File: config.mk
export PLATFORM = sky130hd
export DESIGN_NAME = multi_sensor_conditioner_unit
export DESIGN_NICKNAME = d
export VERILOG_FILES = /design/src/sv/msc_pkg.sv /design/src/sv/msc_cfg.sv /design/src/sv/msc_mul.sv /design/src/sv/msc_deb.sv /design/src/sv/multi_sensor_conditioner_unit.sv
export SDC_FILE = /design/constraint.sdc
export NUM_CORES = 1
export LEC_CHECK = 0
export BUFFER_PORTS_ARGS = -buffer_cell sky130_fd_sc_hd__buf_2
export CAP_MARGIN = 20
export CORE_MARGIN = 2
export CORE_UTILIZATION = 50
export DETAILED_ROUTE_END_ITERATION = 16
export GPL_TIMING_DRIVEN = 1
export PLACE_DENSITY = 0.68
export SYNTH_ARGS = -nofsm -noshare
export SYNTH_HDL_FRONTEND = slang
export SYNTH_SLANG_ARGS = --single-unit
File: constraint.sdc
create_clock -name i_clk -period 4.4 [get_ports i_clk]
set_input_delay 0.22 -clock i_clk [delete_from_list [all_inputs] [get_ports i_clk]]
set_output_delay 0.22 -clock i_clk [all_outputs]
set_load 0.02 [all_outputs]
File: src/sv/msc_pkg.sv
package msc_pkg;

    // Field widths
    localparam int GAS_W      = 12;
    localparam int WORD_W     = 32;
    localparam int TIME_W     = 32;
    localparam int WGT_W      = 16;
    localparam int GATE_W     = 18;
    localparam int DEB_W      = 16;
    localparam int LEVEL_W    = 16;
    localparam int VIB_OUT_W  = 18;

    // Fixed-point layout
    localparam int FRAC_W     = 16;
    localparam int AVG_W      = GAS_W + FRAC_W;
    localparam int X_W        = 18;
    localparam int STAGE_W    = X_W + 1;
    localparam int VIB_SHIFT  = 14;

    // Serial multiplier sizing
    localparam int SH_W       = WORD_W - VIB_SHIFT;
    localparam int GDIFF_W    = AVG_W + 1;
    localparam int MC_W       = (SH_W > GDIFF_W) ? SH_W : GDIFF_W;
    localparam int ACC_W      = MC_W + 1;
    localparam int CNT_W      = $clog2(WGT_W);

    // Saturation range of the gated, scaled vibration value
    localparam logic signed [ACC_W-1:0] X_MAX = ACC_W'((1 << (X_W - 1)) - 1);
    localparam logic signed [ACC_W-1:0] X_MIN = ~X_MAX;

    // Configuration port
    localparam int CFG_IDX_W  = 4;
    localparam int CFG_DATA_W = 18;

    localparam logic [CFG_IDX_W-1:0] CFG_CO2_WEIGHT    = CFG_IDX_W'(0);
    localparam logic [CFG_IDX_W-1:0] CFG_VIB_GAIN      = CFG_IDX_W'(1);
    localparam logic [CFG_IDX_W-1:0] CFG_NOISE_GATE    = CFG_IDX_W'(2);
    localparam logic [CFG_IDX_W-1:0] CFG_FIRST_WEIGHT  = CFG_IDX_W'(3);
    localparam logic [CFG_IDX_W-1:0] CFG_SECOND_WEIGHT = CFG_IDX_W'(4);
    localparam logic [CFG_IDX_W-1:0] CFG_DEBOUNCE_MS   = CFG_IDX_W'(5);

    localparam logic [WGT_W-1:0]  RST_CO2_WEIGHT    = WGT_W'(6554);
    localparam logic [WGT_W-1:0]  RST_VIB_GAIN      = WGT_W'(4588);
    localparam logic [GATE_W-1:0] RST_NOISE_GATE    = GATE_W'(50);
    localparam logic [WGT_W-1:0]  RST_FIRST_WEIGHT  = WGT_W'(2621);
    localparam logic [WGT_W-1:0]  RST_SECOND_WEIGHT = WGT_W'(1966);
    localparam logic [DEB_W-1:0]  RST_DEBOUNCE_MS   = DEB_W'(300);

    typedef struct packed {
        logic [WGT_W-1:0]  co2_weight;
        logic [WGT_W-1:0]  vib_gain;
        logic [GATE_W-1:0] noise_gate;
        logic [WGT_W-1:0]  first_weight;
        logic [WGT_W-1:0]  second_weight;
        logic [DEB_W-1:0]  debounce_ms;
    } t_cfg;

    // result = trunc0((base * 2^16 + mcand * mplier) / 2^16)
    typedef struct packed {
        logic                    start;
        logic signed [MC_W-1:0]  mcand;
        logic [WGT_W-1:0]        mplier;
        logic signed [ACC_W-1:0] base;
    } t_mul_req;

    typedef struct packed {
        logic                    done;
        logic signed [ACC_W-1:0] result;
    } t_mul_rsp;

endpackage

File: src/sv/msc_cfg.sv
module msc_cfg import msc_pkg::*; (
    input  logic                  i_clk,
    input  logic                  i_rst_n,
    input  logic                  i_cfg_valid,
    input  logic [CFG_IDX_W-1:0]  i_cfg_index,
    input  logic [CFG_DATA_W-1:0] i_cfg_data,
    output logic                  o_cfg_ready,
    output t_cfg                  o_cfg
);

    t_cfg r_cfg;

    assign o_cfg_ready = 1'b1;
    assign o_cfg       = r_cfg;

    always_ff @(posedge i_clk) begin
        if (!i_rst_n) begin
            r_cfg.co2_weight    <= RST_CO2_WEIGHT;
            r_cfg.vib_gain      <= RST_VIB_GAIN;
            r_cfg.noise_gate    <= RST_NOISE_GATE;
            r_cfg.first_weight  <= RST_FIRST_WEIGHT;
            r_cfg.second_weight <= RST_SECOND_WEIGHT;
            r_cfg.debounce_ms   <= RST_DEBOUNCE_MS;
        end else if (i_cfg_valid) begin
            // drop writes to unknown indexes
            case (i_cfg_index)
                CFG_CO2_WEIGHT:    r_cfg.co2_weight    <= i_cfg_data[WGT_W-1:0];
                CFG_VIB_GAIN:      r_cfg.vib_gain      <= i_cfg_data[WGT_W-1:0];
                CFG_NOISE_GATE:    r_cfg.noise_gate    <= i_cfg_data[GATE_W-1:0];
                CFG_FIRST_WEIGHT:  r_cfg.first_weight  <= i_cfg_data[WGT_W-1:0];
                CFG_SECOND_WEIGHT: r_cfg.second_weight <= i_cfg_data[WGT_W-1:0];
                CFG_DEBOUNCE_MS:   r_cfg.debounce_ms   <= i_cfg_data[DEB_W-1:0];
                default: ;
            endcase
        end
    end

endmodule

File: src/sv/msc_mul.sv
module msc_mul import msc_pkg::*; (
    input  logic     i_clk,
    input  logic     i_rst_n,
    input  t_mul_req i_req,
    output t_mul_rsp o_rsp
);

    typedef enum logic [1:0] {M_IDLE, M_RUN, M_SUM, M_FIX} t_mstate;

    t_mstate                 r_state;
    logic signed [ACC_W-1:0] r_hi;
    logic signed [ACC_W-1:0] r_base;
    logic signed [ACC_W-1:0] r_res;
    logic signed [MC_W-1:0]  r_m;
    logic [WGT_W-1:0]        r_lo;
    logic [CNT_W-1:0]        r_cnt;
    logic                    r_done;

    logic signed [ACC_W-1:0] n_sum;
    logic signed [ACC_W-1:0] n_fix;
    logic                    w_round;

    // One multiplier bit per cycle: add into the high half, then shift the pair right.
    always_comb begin
        n_sum   = r_hi + (r_lo[0] ? ACC_W'(r_m) : '0);
        // negative with a non-zero remainder: step back towards zero
        w_round = r_hi[ACC_W-1] && (r_lo != '0);
        n_fix   = r_hi + {{(ACC_W-1){1'b0}}, w_round};
    end

    assign o_rsp.done   = r_done;
    assign o_rsp.result = r_res;

    always_ff @(posedge i_clk) begin
        if (!i_rst_n) begin
            r_state <= M_IDLE;
            r_done  <= 1'b0;
            r_cnt   <= '0;
        end else begin
            r_done <= 1'b0;
            case (r_state)
                M_IDLE: begin
                    if (i_req.start) begin
                        r_hi    <= '0;
                        r_lo    <= i_req.mplier;
                        r_m     <= i_req.mcand;
                        r_base  <= i_req.base;
                        r_cnt   <= '0;
                        r_state <= M_RUN;
                    end
                end
                M_RUN: begin
                    r_hi  <= {n_sum[ACC_W-1], n_sum[ACC_W-1:1]};
                    r_lo  <= {n_sum[0], r_lo[WGT_W-1:1]};
                    r_cnt <= r_cnt + 1'b1;
                    if (r_cnt == CNT_W'(WGT_W - 1)) begin
                        r_state <= M_SUM;
                    end
                end
                M_SUM: begin
                    r_hi    <= r_hi + r_base;
                    r_state <= M_FIX;
                end
                M_FIX: begin
                    r_res   <= n_fix;
                    r_done  <= 1'b1;
                    r_state <= M_IDLE;
                end
                default: begin
                    r_state <= M_IDLE;
                end
            endcase
        end
    end

endmodule

File: src/sv/msc_deb.sv
module msc_deb import msc_pkg::*; (
    input  logic              i_clk,
    input  logic              i_rst_n,
    input  logic              i_upd,
    input  logic              i_level,
    input  logic [TIME_W-1:0] i_now,
    input  logic [DEB_W-1:0]  i_limit,
    output logic              o_presence
);

    logic              r_last;
    logic [TIME_W-1:0] r_change;
    logic              r_flag;
    logic [TIME_W-1:0] w_elapsed;

    assign w_elapsed  = i_now - r_change;
    assign o_presence = r_flag;

    always_ff @(posedge i_clk) begin
        if (!i_rst_n) begin
            r_last   <= 1'b1;
            r_change <= '0;
            r_flag   <= 1'b0;
        end else if (i_upd) begin
            // an edge restarts the timer, so it can never have expired this tick
            if (i_level != r_last) begin
                r_change <= i_now;
                r_last   <= i_level;
            end else if (w_elapsed > TIME_W'(i_limit)) begin
                r_flag <= !r_last;
            end
        end
    end

endmodule

File: src/sv/multi_sensor_conditioner_unit.sv
// Sensor conditioner: gas exponential average, two-stage vibration smoother with
// gain and noise gate, and time-debounced radar presence.
//
// Input channel i_valid/o_ready carries one sampling tick per word. Output channel
// o_valid/i_ready returns one result word per tick, in order. Registers are written on
// i_cfg_valid/o_cfg_ready (always ready), by the user only while the block idles;
// the block itself does not enforce this.
// Every product runs on one shared shift-and-add multiplier that takes one bit of the
// 16-bit weight per cycle. A tick with vib_valid high needs four products; with
// vib_valid low only the gas product runs. The next word is accepted only once the
// result of the last has gone to the output register.
//
// The result sits in an output register; the next word is accepted while it waits.
// If the receiver still holds off when the following result is ready, the block
// holds that result and accepts nothing more until the register frees.
//
// Synchronous reset restores the register defaults, clears the averages and the
// presence flag, and sets the last radar level high. o_ready is high the cycle after.
module multi_sensor_conditioner_unit import msc_pkg::*; (
    input  logic                  i_clk,
    input  logic                  i_rst_n,
    input  logic                  i_valid,
    output logic                  o_ready,
    input  logic [GAS_W-1:0]      i_gas_sample,
    input  logic signed [WORD_W-1:0] i_vib_word,
    input  logic                  i_vib_valid,
    input  logic                  i_radar_level,
    input  logic [TIME_W-1:0]     i_now_ms,
    output logic                  o_valid,
    input  logic                  i_ready,
    output logic [LEVEL_W-1:0]    o_gas_level,
    output logic [VIB_OUT_W-1:0]  o_vibration_level,
    output logic                  o_presence,
    input  logic                  i_cfg_valid,
    output logic                  o_cfg_ready,
    input  logic [CFG_IDX_W-1:0]  i_cfg_index,
    input  logic [CFG_DATA_W-1:0] i_cfg_data
);

    typedef enum logic [3:0] {
        S_IDLE,
        S_GAS_GO,
        S_GAS_WT,
        S_SCL_GO,
        S_SCL_WT,
        S_ST1_GO,
        S_ST1_WT,
        S_ST2_GO,
        S_ST2_WT,
        S_OUT
    } t_state;

    t_state                    r_state;
    t_cfg                      w_cfg;
    t_mul_req                  w_req;
    t_mul_rsp                  w_rsp;

    logic [GAS_W-1:0]          r_gas;
    logic signed [WORD_W-1:0]  r_vib_word;
    logic                      r_vib_valid;
    logic [AVG_W-1:0]          r_avg;
    logic signed [STAGE_W-1:0] r_first;
    logic signed [STAGE_W-1:0] r_second;
    logic signed [X_W-1:0]     r_x;
    logic [VIB_OUT_W-1:0]      r_vib_out;

    logic                      r_out_valid;
    logic [LEVEL_W-1:0]        r_gas_level;
    logic [VIB_OUT_W-1:0]      r_vibration_level;
    logic                      r_presence;

    logic                      w_accept;
    logic                      w_presence;
    logic signed [WORD_W-1:0]  w_sh;
    logic [ACC_W-1:0]          w_mag;
    logic signed [ACC_W-1:0]   w_gated;
    logic signed [X_W-1:0]     n_x;
    logic signed [STAGE_W-1:0] n_second;
    logic [VIB_OUT_W-1:0]      n_vib_out;

    msc_cfg u_cfg (
        .i_clk       (i_clk),
        .i_rst_n     (i_rst_n),
        .i_cfg_valid (i_cfg_valid),
        .i_cfg_index (i_cfg_index),
        .i_cfg_data  (i_cfg_data),
        .o_cfg_ready (o_cfg_ready),
        .o_cfg       (w_cfg)
    );

    msc_mul u_mul (
        .i_clk   (i_clk),
        .i_rst_n (i_rst_n),
        .i_req   (w_req),
        .o_rsp   (w_rsp)
    );

    msc_deb u_deb (
        .i_clk      (i_clk),
        .i_rst_n    (i_rst_n),
        .i_upd      (w_accept),
        .i_level    (i_radar_level),
        .i_now      (i_now_ms),
        .i_limit    (w_cfg.debounce_ms),
        .o_presence (w_presence)
    );

    assign o_ready           = (r_state == S_IDLE);
    assign w_accept          = i_valid && o_ready;
    assign o_valid           = r_out_valid;
    assign o_gas_level       = r_gas_level;
    assign o_vibration_level = r_vibration_level;
    assign o_presence        = r_presence;

    // Gate on the unsaturated magnitude, then clamp to the smoother input range.
    always_comb begin
        w_sh    = r_vib_word >>> VIB_SHIFT;
        w_mag   = w_rsp.result[ACC_W-1] ? -w_rsp.result : w_rsp.result;
        w_gated = (w_mag < ACC_W'(w_cfg.noise_gate)) ? '0 : w_rsp.result;
        if (w_gated > X_MAX) begin
            n_x = X_MAX[X_W-1:0];
        end else if (w_gated < X_MIN) begin
            n_x = X_MIN[X_W-1:0];
        end else begin
            n_x = w_gated[X_W-1:0];
        end
        n_second  = w_rsp.result[STAGE_W-1:0];
        n_vib_out = n_second[STAGE_W-1] ? VIB_OUT_W'(-n_second) : VIB_OUT_W'(n_second);
    end

    // Operands for the shared multiplier, one product per GO state.
    always_comb begin
        w_req.start  = 1'b0;
        w_req.mcand  = '0;
        w_req.mplier = '0;
        w_req.base   = '0;
        case (r_state)
            S_GAS_GO: begin
                w_req.start  = 1'b1;
                w_req.mcand  = MC_W'(signed'({1'b0, r_gas, FRAC_W'(0)}))
                             - MC_W'(signed'({1'b0, r_avg}));
                w_req.mplier = w_cfg.co2_weight;
                w_req.base   = ACC_W'(signed'({1'b0, r_avg}));
            end
            S_SCL_GO: begin
                w_req.start  = 1'b1;
                w_req.mcand  = MC_W'(w_sh);
                w_req.mplier = w_cfg.vib_gain;
            end
            S_ST1_GO: begin
                w_req.start  = 1'b1;
                w_req.mcand  = MC_W'(r_x) - MC_W'(r_first);
                w_req.mplier = w_cfg.first_weight;
                w_req.base   = ACC_W'(r_first);
            end
            S_ST2_GO: begin
                w_req.start  = 1'b1;
                w_req.mcand  = MC_W'(r_first) - MC_W'(r_second);
                w_req.mplier = w_cfg.second_weight;
                w_req.base   = ACC_W'(r_second);
            end
            default: ;
        endcase
    end

    always_ff @(posedge i_clk) begin
        if (!i_rst_n) begin
            r_state     <= S_IDLE;
            r_out_valid <= 1'b0;
            r_avg       <= '0;
            r_first     <= '0;
            r_second    <= '0;
        end else begin
            // S_OUT refills the register itself when a word leaves
            if (r_out_valid && i_ready && r_state != S_OUT) begin
                r_out_valid <= 1'b0;
            end
            case (r_state)
                S_IDLE: begin
                    if (i_valid) begin
                        r_gas       <= i_gas_sample;
                        r_vib_word  <= i_vib_word;
                        r_vib_valid <= i_vib_valid;
                        r_vib_out   <= '0;
                        r_state     <= S_GAS_GO;
                    end
                end
                S_GAS_GO: r_state <= S_GAS_WT;
                S_GAS_WT: begin
                    if (w_rsp.done) begin
                        r_avg   <= w_rsp.result[AVG_W-1:0];
                        // invalid word: leave both smoothers alone
                        r_state <= r_vib_valid ? S_SCL_GO : S_OUT;
                    end
                end
                S_SCL_GO: r_state <= S_SCL_WT;
                S_SCL_WT: begin
                    if (w_rsp.done) begin
                        r_x     <= n_x;
                        r_state <= S_ST1_GO;
                    end
                end
                S_ST1_GO: r_state <= S_ST1_WT;
                S_ST1_WT: begin
                    if (w_rsp.done) begin
                        r_first <= w_rsp.result[STAGE_W-1:0];
                        r_state <= S_ST2_GO;
                    end
                end
                S_ST2_GO: r_state <= S_ST2_WT;
                S_ST2_WT: begin
                    if (w_rsp.done) begin
                        r_second  <= n_second;
                        r_vib_out <= n_vib_out;
                        r_state   <= S_OUT;
                    end
                end
                S_OUT: begin
                    // hold until the output register is free
                    if (!r_out_valid || i_ready) begin
                        r_out_valid       <= 1'b1;
                        r_gas_level       <= r_avg[AVG_W-1 -: LEVEL_W];
                        r_vibration_level <= r_vib_out;
                        r_presence        <= w_presence;
                        r_state           <= S_IDLE;
                    end
                end
                default: begin
                    r_state <= S_IDLE;
                end
            endcase
        end
    end

    a_done_in_wait: assert property (@(posedge i_clk) disable iff (!i_rst_n)
        w_rsp.done |-> (r_state == S_GAS_WT || r_state == S_SCL_WT ||
                        r_state == S_ST1_WT || r_state == S_ST2_WT))
        else $error("multiplier finished outside a wait state");

    a_busy_after_accept: assert property (@(posedge i_clk) disable iff (!i_rst_n)
        w_accept |=> !o_ready)
        else $error("ready did not drop after a word was accepted");

    a_quiet_when_invalid: assert property (@(posedge i_clk) disable iff (!i_rst_n)
        (r_state == S_OUT && !r_vib_valid) |-> (r_vib_out == '0))
        else $error("vibration level non-zero for an invalid word");

    a_load_from_out: assert property (@(posedge i_clk) disable iff (!i_rst_n)
        $rose(r_out_valid) |-> $past(r_state == S_OUT))
        else $error("result loaded outside the output state");

endmodule

# Word level (Yosys, flattened, before mapping)

Cells that the tools add are included.

Logic and storage cells: 140
Bits in registers: 461

$lt $le $gt $ge: 4
Reductions and logical operators: 36
$add $sub $neg: 10
Mux-type cells: 31
Eq/ne operators: 28
Bitwise operators: 1

Operators with widths:

| kind                 | number |
|---|---|
| $pmux 46 s4          | 1 |
| $pmux 30 s3          | 2 |
| $mux 30              | 4 |
| $mux 18              | 4 |
| $add 30x30->30       | 2 |
| $pmux 4 s10          | 1 |
| $pmux 18 s2          | 1 |
| $gt 32x16->1         | 1 |
| $mux 4               | 8 |
| $pmux 16 s2          | 1 |
| $sub 32x32->32       | 1 |
| $add 30x1->30        | 1 |
| $gt 30x18->1 const B | 1 |
| $lt 30x18->1         | 1 |
| $lt 30x18->1 const B | 1 |
| $neg 30->30          | 1 |
| $sub 28x28->29       | 1 |
| $reduce_and 2->1     | 13 |
| $eq 4x3->1 const B   | 6 |
| $reduce_and 3->1     | 7 |
| $sub 18x19->20       | 1 |
| $sub 19x19->20       | 1 |
| $neg 18->18          | 1 |
| $eq 4x2->1 const B   | 4 |
| other kinds (25)     | 45 |

# Longest topological paths before layout

Depth in word-level cells: 6
Depth in mapped cells: 21
Mapped depth without buffers: 21

# By module

Synthesis repeated with hierarchy kept, for this count alone.

Cell total of the unflattened synthesis: 3039
Area, all modules: 28213.3 um2

Modules (own cells, without submodules):

| module                        | area an instance (um2) | cells each | sequential area each (um2) | instances |
|---|---|---|---|---|
| multi_sensor_conditioner_unit | 11613.6                | 1310       | 4484.3                     | 1 |
| msc_mul                       | 8913.5                 | 820        | 4194.0                     | 1 |
| msc_deb                       | 3843.7                 | 529        | 680.7                      | 1 |
| msc_cfg                       | 3842.4                 | 380        | 1961.9                     | 1 |

# Worst setup path after synthesis

Ideal clock, no wire load.

Path type: register to register
From: reg r_state[2]
To: reg r_gas_level[0], in the netlist o_gas_level[0] (enable)
Required time: 3.885 ns
Stages on the path, launching flop included: 5
Data arrival time: 4.273 ns
Setup slack: -0.388 ns
Path through: dfxtp_1 > clkbuf_1 > nor2_1 > nand2_1 > nor4_1

Longest elaborated chain between the ends: 2

Ends and longest elaborated chain:

| element                           | line                                 | source |
|---|---|---|
| from (decl)                       | multi_sensor_conditioner_unit.sv:53  | `t_state r_state;` |
| from (signal assigned)            | multi_sensor_conditioner_unit.sv:193 | `r_state <= r_vib_valid ? S_SCL_GO : S_OUT;` |
| $eq 4x4->1                        | multi_sensor_conditioner_unit.sv:178 | `case (r_state)` |
| $reduce_and 3->1 (no source line) | -                                    |  |
| to (signal assigned)              | multi_sensor_conditioner_unit.sv:222 | `r_gas_level <= r_avg[AVG_W-1 -: LEVEL_W];` |
| to (decl)                         | multi_sensor_conditioner_unit.sv:68  | `logic [LEVEL_W-1:0] r_gas_level;` |

Every way passes these cells.
A chain may end at the register's enable or synchronous reset.

# Worst setup path after layout

From: reg u_deb.r_change[1]
To: reg u_deb.r_flag, in the netlist u_deb.o_presence

Longest elaborated chain between the ends: 3

Ends and longest elaborated chain:

| element                           | line          | source |
|---|---|---|
| from (decl)                       | msc_deb.sv:12 | `logic [TIME_W-1:0] r_change;` |
| from (signal assigned)            | msc_deb.sv:27 | `r_change <= i_now;` |
| $sub 32x32->32                    | msc_deb.sv:16 | `assign w_elapsed = i_now - r_change;` |
| $gt 32x16->1                      | msc_deb.sv:29 | `end else if (w_elapsed > TIME_W'(i_limit)) begin` |
| $reduce_and 3->1 (no source line) | -             |  |
| to (signal assigned)              | msc_deb.sv:30 | `r_flag <= !r_last;` |
| to (decl)                         | msc_deb.sv:13 | `logic r_flag;` |

Every way passes these cells.

==> reports/results.ini <==
[status]
status = complete, no violations

[timing]
min_period_ns = 4.139
min_period_over_period_pct = 94.07
tns_ns = 0
setup_violations = 0
skew_ns = 0.02546
tightestPinTransition_ns = 1.092
rsz0062_at_grt = no
finalMaxSlewViolations = 0
max_clock_freq_mhz = 241.6
finalHoldViolCount = 0
slew_headroom_pct = 27.10

[power]
p_switching_mw = 3.493
p_int_mw = 8.141
leakage_nw = 11.64
peakVddDrop_uv = 316.0
clkPwrFrac_pct = 37.1
p_sw_share_pct = 30.03
seq_power_share_pct = 41.7
pwr-share-comb_pct = 21.2
p_per_area_nw_per_um2 = 379.2
power_mw = 11.63

[setup_path]
crit_path_max_fanout = 5
path_delay_family = compound AO/OA/AOI/OAI gates
path_common_cell = ha_1
end_kind = register
slowest_delay_ns = 0.42
startpoint_type = register
worstPathCellList = inv_1 > ha_1 > nor2b_1 > o31a_1 > o41a_1 > a31o_4 > a21o_1 > a21oi_2 > xnor2_1 > ha_1 > and4_4 > nand4_1 > a21oi_1 > a41oi_1 > a31oi_1 > nor2_1 > and4_1 > o2111ai_1 > or4_1 > nand3_1
worstPathArrival_ns = 4.68
critPathBufInv = 1
crit_required_ns = 4.94
crit_type = reg -> reg
cp_slowest_cell = or4_1

[drt]
via_count = 22820
wl_um = 77380
drtIter0Drc = 2563
viasPerCell = 5.900
firstDrtPassIters = 7
detail-route-antenna-nets = 0
post_drt_wl_per_cell_um = 20.00
remaining_drc_errors = 0

[synthesis]
synth_area_leaders = edfxtp_1 27%, dfxtp_1 16%, ha_1 8.5%
synth_edf_count = 236
async_flop_share_pct = 0
yosys.area.top_type = edfxtp_1
synth_fp_nets = 3244
netlist_area_sq_um = 26610
netlist.area_leader.share_pct = 26.64
yosysSeqAreaShare_pct = 42.44
syn_avg_cell_area_sq_um = 9.010
synthCells = 2953
yosys_warnings = 0
ys_ff_latch = 446
ys.flop_type = edfxtp_1
ys_types = 77

[grt]
overflow = 0
grt_pass1_vias = 21920
antenna_found_initial = 3
grt_max_degree = 81
grt_pass1_wl_um = 120000
grt_use_total_pct = 27.23

[worst_hold_path]
hp-class = in -> reg

[finish]
final_common_cell = nand2_1
most-common-layout-cells = 523 x nand2_1, 291 x a21oi_1, 236 x edfxtp_1
design_area_sq_um = 30680
nNetsFinal = 3428
syn_to_final_growth_pct = 15.30
layout-drive-gt1-share_pct = 10.92
nFillCells = 4477

[floorplan]
die_y_um = 234.7
start_util_pct = 50.63
fp.dieArea_sq_um = 55070
die_w_um = 234.7
rows = 84
coreArea_sq_um = 52550
num_io_pins = 143

[cts]
cts_tree = done
clk_pin_slew_worst_paths_ns = 0.06
cts_root_buf = clkbuf_16
cts_sinks = 446
clk_path_buf_depth = 3
htreeDepth = 2
cts_buffers = 50
clkLatencyLatePin_ns = 0.61

[place]
hpwl_um = 56000
place.gp.congestion = 0.9432
dpl_cell_area_sq_um = 28040
port_buffers = 127

[run]
maxCapViolations = 0

==> layout make-up <==
type	count	area, sq um	share of cell area, %
multi-input cells	2197	14200	46.29
flip-flops and latches	446	11290	36.82
repair buffers	276	1982	6.461
clock buffers	66	1425	4.646
well taps	688	860.8	2.806
inverters	166	628.1	2.047
clock inverters	28	284.0	0.9258
diodes	1	2.502	0.008157
==> worst min-delay path, delay by kind of cell <==
kind / cells / cell delay (ns)
simple gates: 2 / 0.15
buf+inv: 1 / 0.16
compound gates: 1 / 0.06
==> repair_timing <==
item                                    CTS  global route
endpoints found under the setup margin    0             2
hold endpoints to repair                164             0
hold buffers                             83             0
buffers inserted                          0             3
gates resized for setup                   0             7
==> through the flow <==
stage          cells  hold WS [ns]  setup WS (ns)  util [%]
2_1_floorplan   2953        0.3189         0.4166         -
3_3_place_gp    3684        0.3960         0.1613     53.36
3_5_place_dp    3684        0.3981        0.05890     53.36
4_1_cts         3861       0.08850        0.01970     58.19
5_1_grt         3868       0.05877        0.01917     58.38
6_report        3868       0.03649         0.2608     58.38
==> power by group through the flow <==
stage | sequential, mW | clock (mW) | combinational [mW]
after floorplan | 4.83 | 0 | 1.74
after global placement | 4.92 | 0 | 2.27
after detailed placement | 4.93 | 0 | 2.33
after CTS | 4.84 | 4.38 | 2.40
after global routing | 4.86 | 4.55 | 2.71
final | 4.85 | 4.32 | 2.47
==> kinds of logic after synthesis <==
family                     count (synthesis)  share of synthesized area (%)
DFF                                      446                          42.44
muxes                                     47                          2.681
other                                      1                        0.01409
adders and majority gates                186                          8.888
buffers and inverters                    310                          4.538
AOI/OAI and AO/OA                        700                          16.66
and+or+nand+nor                         1076                          18.63
xor gates and xnor gates                 187                          6.156
==> registers in the layout, summed over array words and instances (netlist names), 12 cells and up <==
register / flops
u_mul.r_m: 29
u_cfg.o_cfg: 98
u_mul.r_lo: 16
r_vib_out: 18
r_first: 19
o_vibration_level: 18
o_gas_level: 16
r_vib_word: 18
r_avg: 28
u_mul.r_base: 29
u_mul.r_res: 30
u_mul.r_hi: 30
u_deb.r_change: 32
r_gas: 12
r_x: 18
r_second: 19
==> metal layers <==
metal	vias up	part of all wire (%)	global-route usage, %	wire length [um]
li1	10860	-	-	-
met1	10890	44	37.93	34040
met2	936	44	42.56	34000
met3	136	9.2	5.263	7145
met4	0	2.8	9.053	2188
met5	-	0	0	0
==> worst paths after layout <==
check	start	end	slack [ns]	cells past startpoint
worst max-delay path	u_deb.r_change[1]	u_deb.o_presence	0.26	20
worst min-delay path	i_cfg_index[1]	u_cfg.o_cfg[1]	0.04	4
worst max register to register	u_deb.r_change[1]	u_deb.o_presence	0.26	20
worst min register to register	r_vib_out[11]	o_vibration_level[11]	0.42	0
==> cells in the mapped netlist (9+ instances only) <==
master,n
a211oi_1,18
a21o_1,63
a21oi_1,293
a221oi_1,9
a22o_1,16
a22oi_1,25
a31oi_1,25
and2_1,44
and3_1,21
buf_1,9
clkbuf_1,126
dfxtp_1,210
edfxtp_1,236
ha_1,181
inv_1,166
mux2i_1,24
mux4_2,19
nand2_1,523
nand2b_1,31
nand3_1,71
nand4_1,23
nor2_1,176
nor2b_1,34
nor3_1,52
nor3b_1,11
nor4_1,15
o211ai_1,22
o21a_1,20
o21ai_0,76
o21bai_1,16
o22ai_1,12
o31ai_1,21
or2_2,12
or3_1,23
xnor2_1,112
xor2_1,75
(Power assumes the default switching activity.)
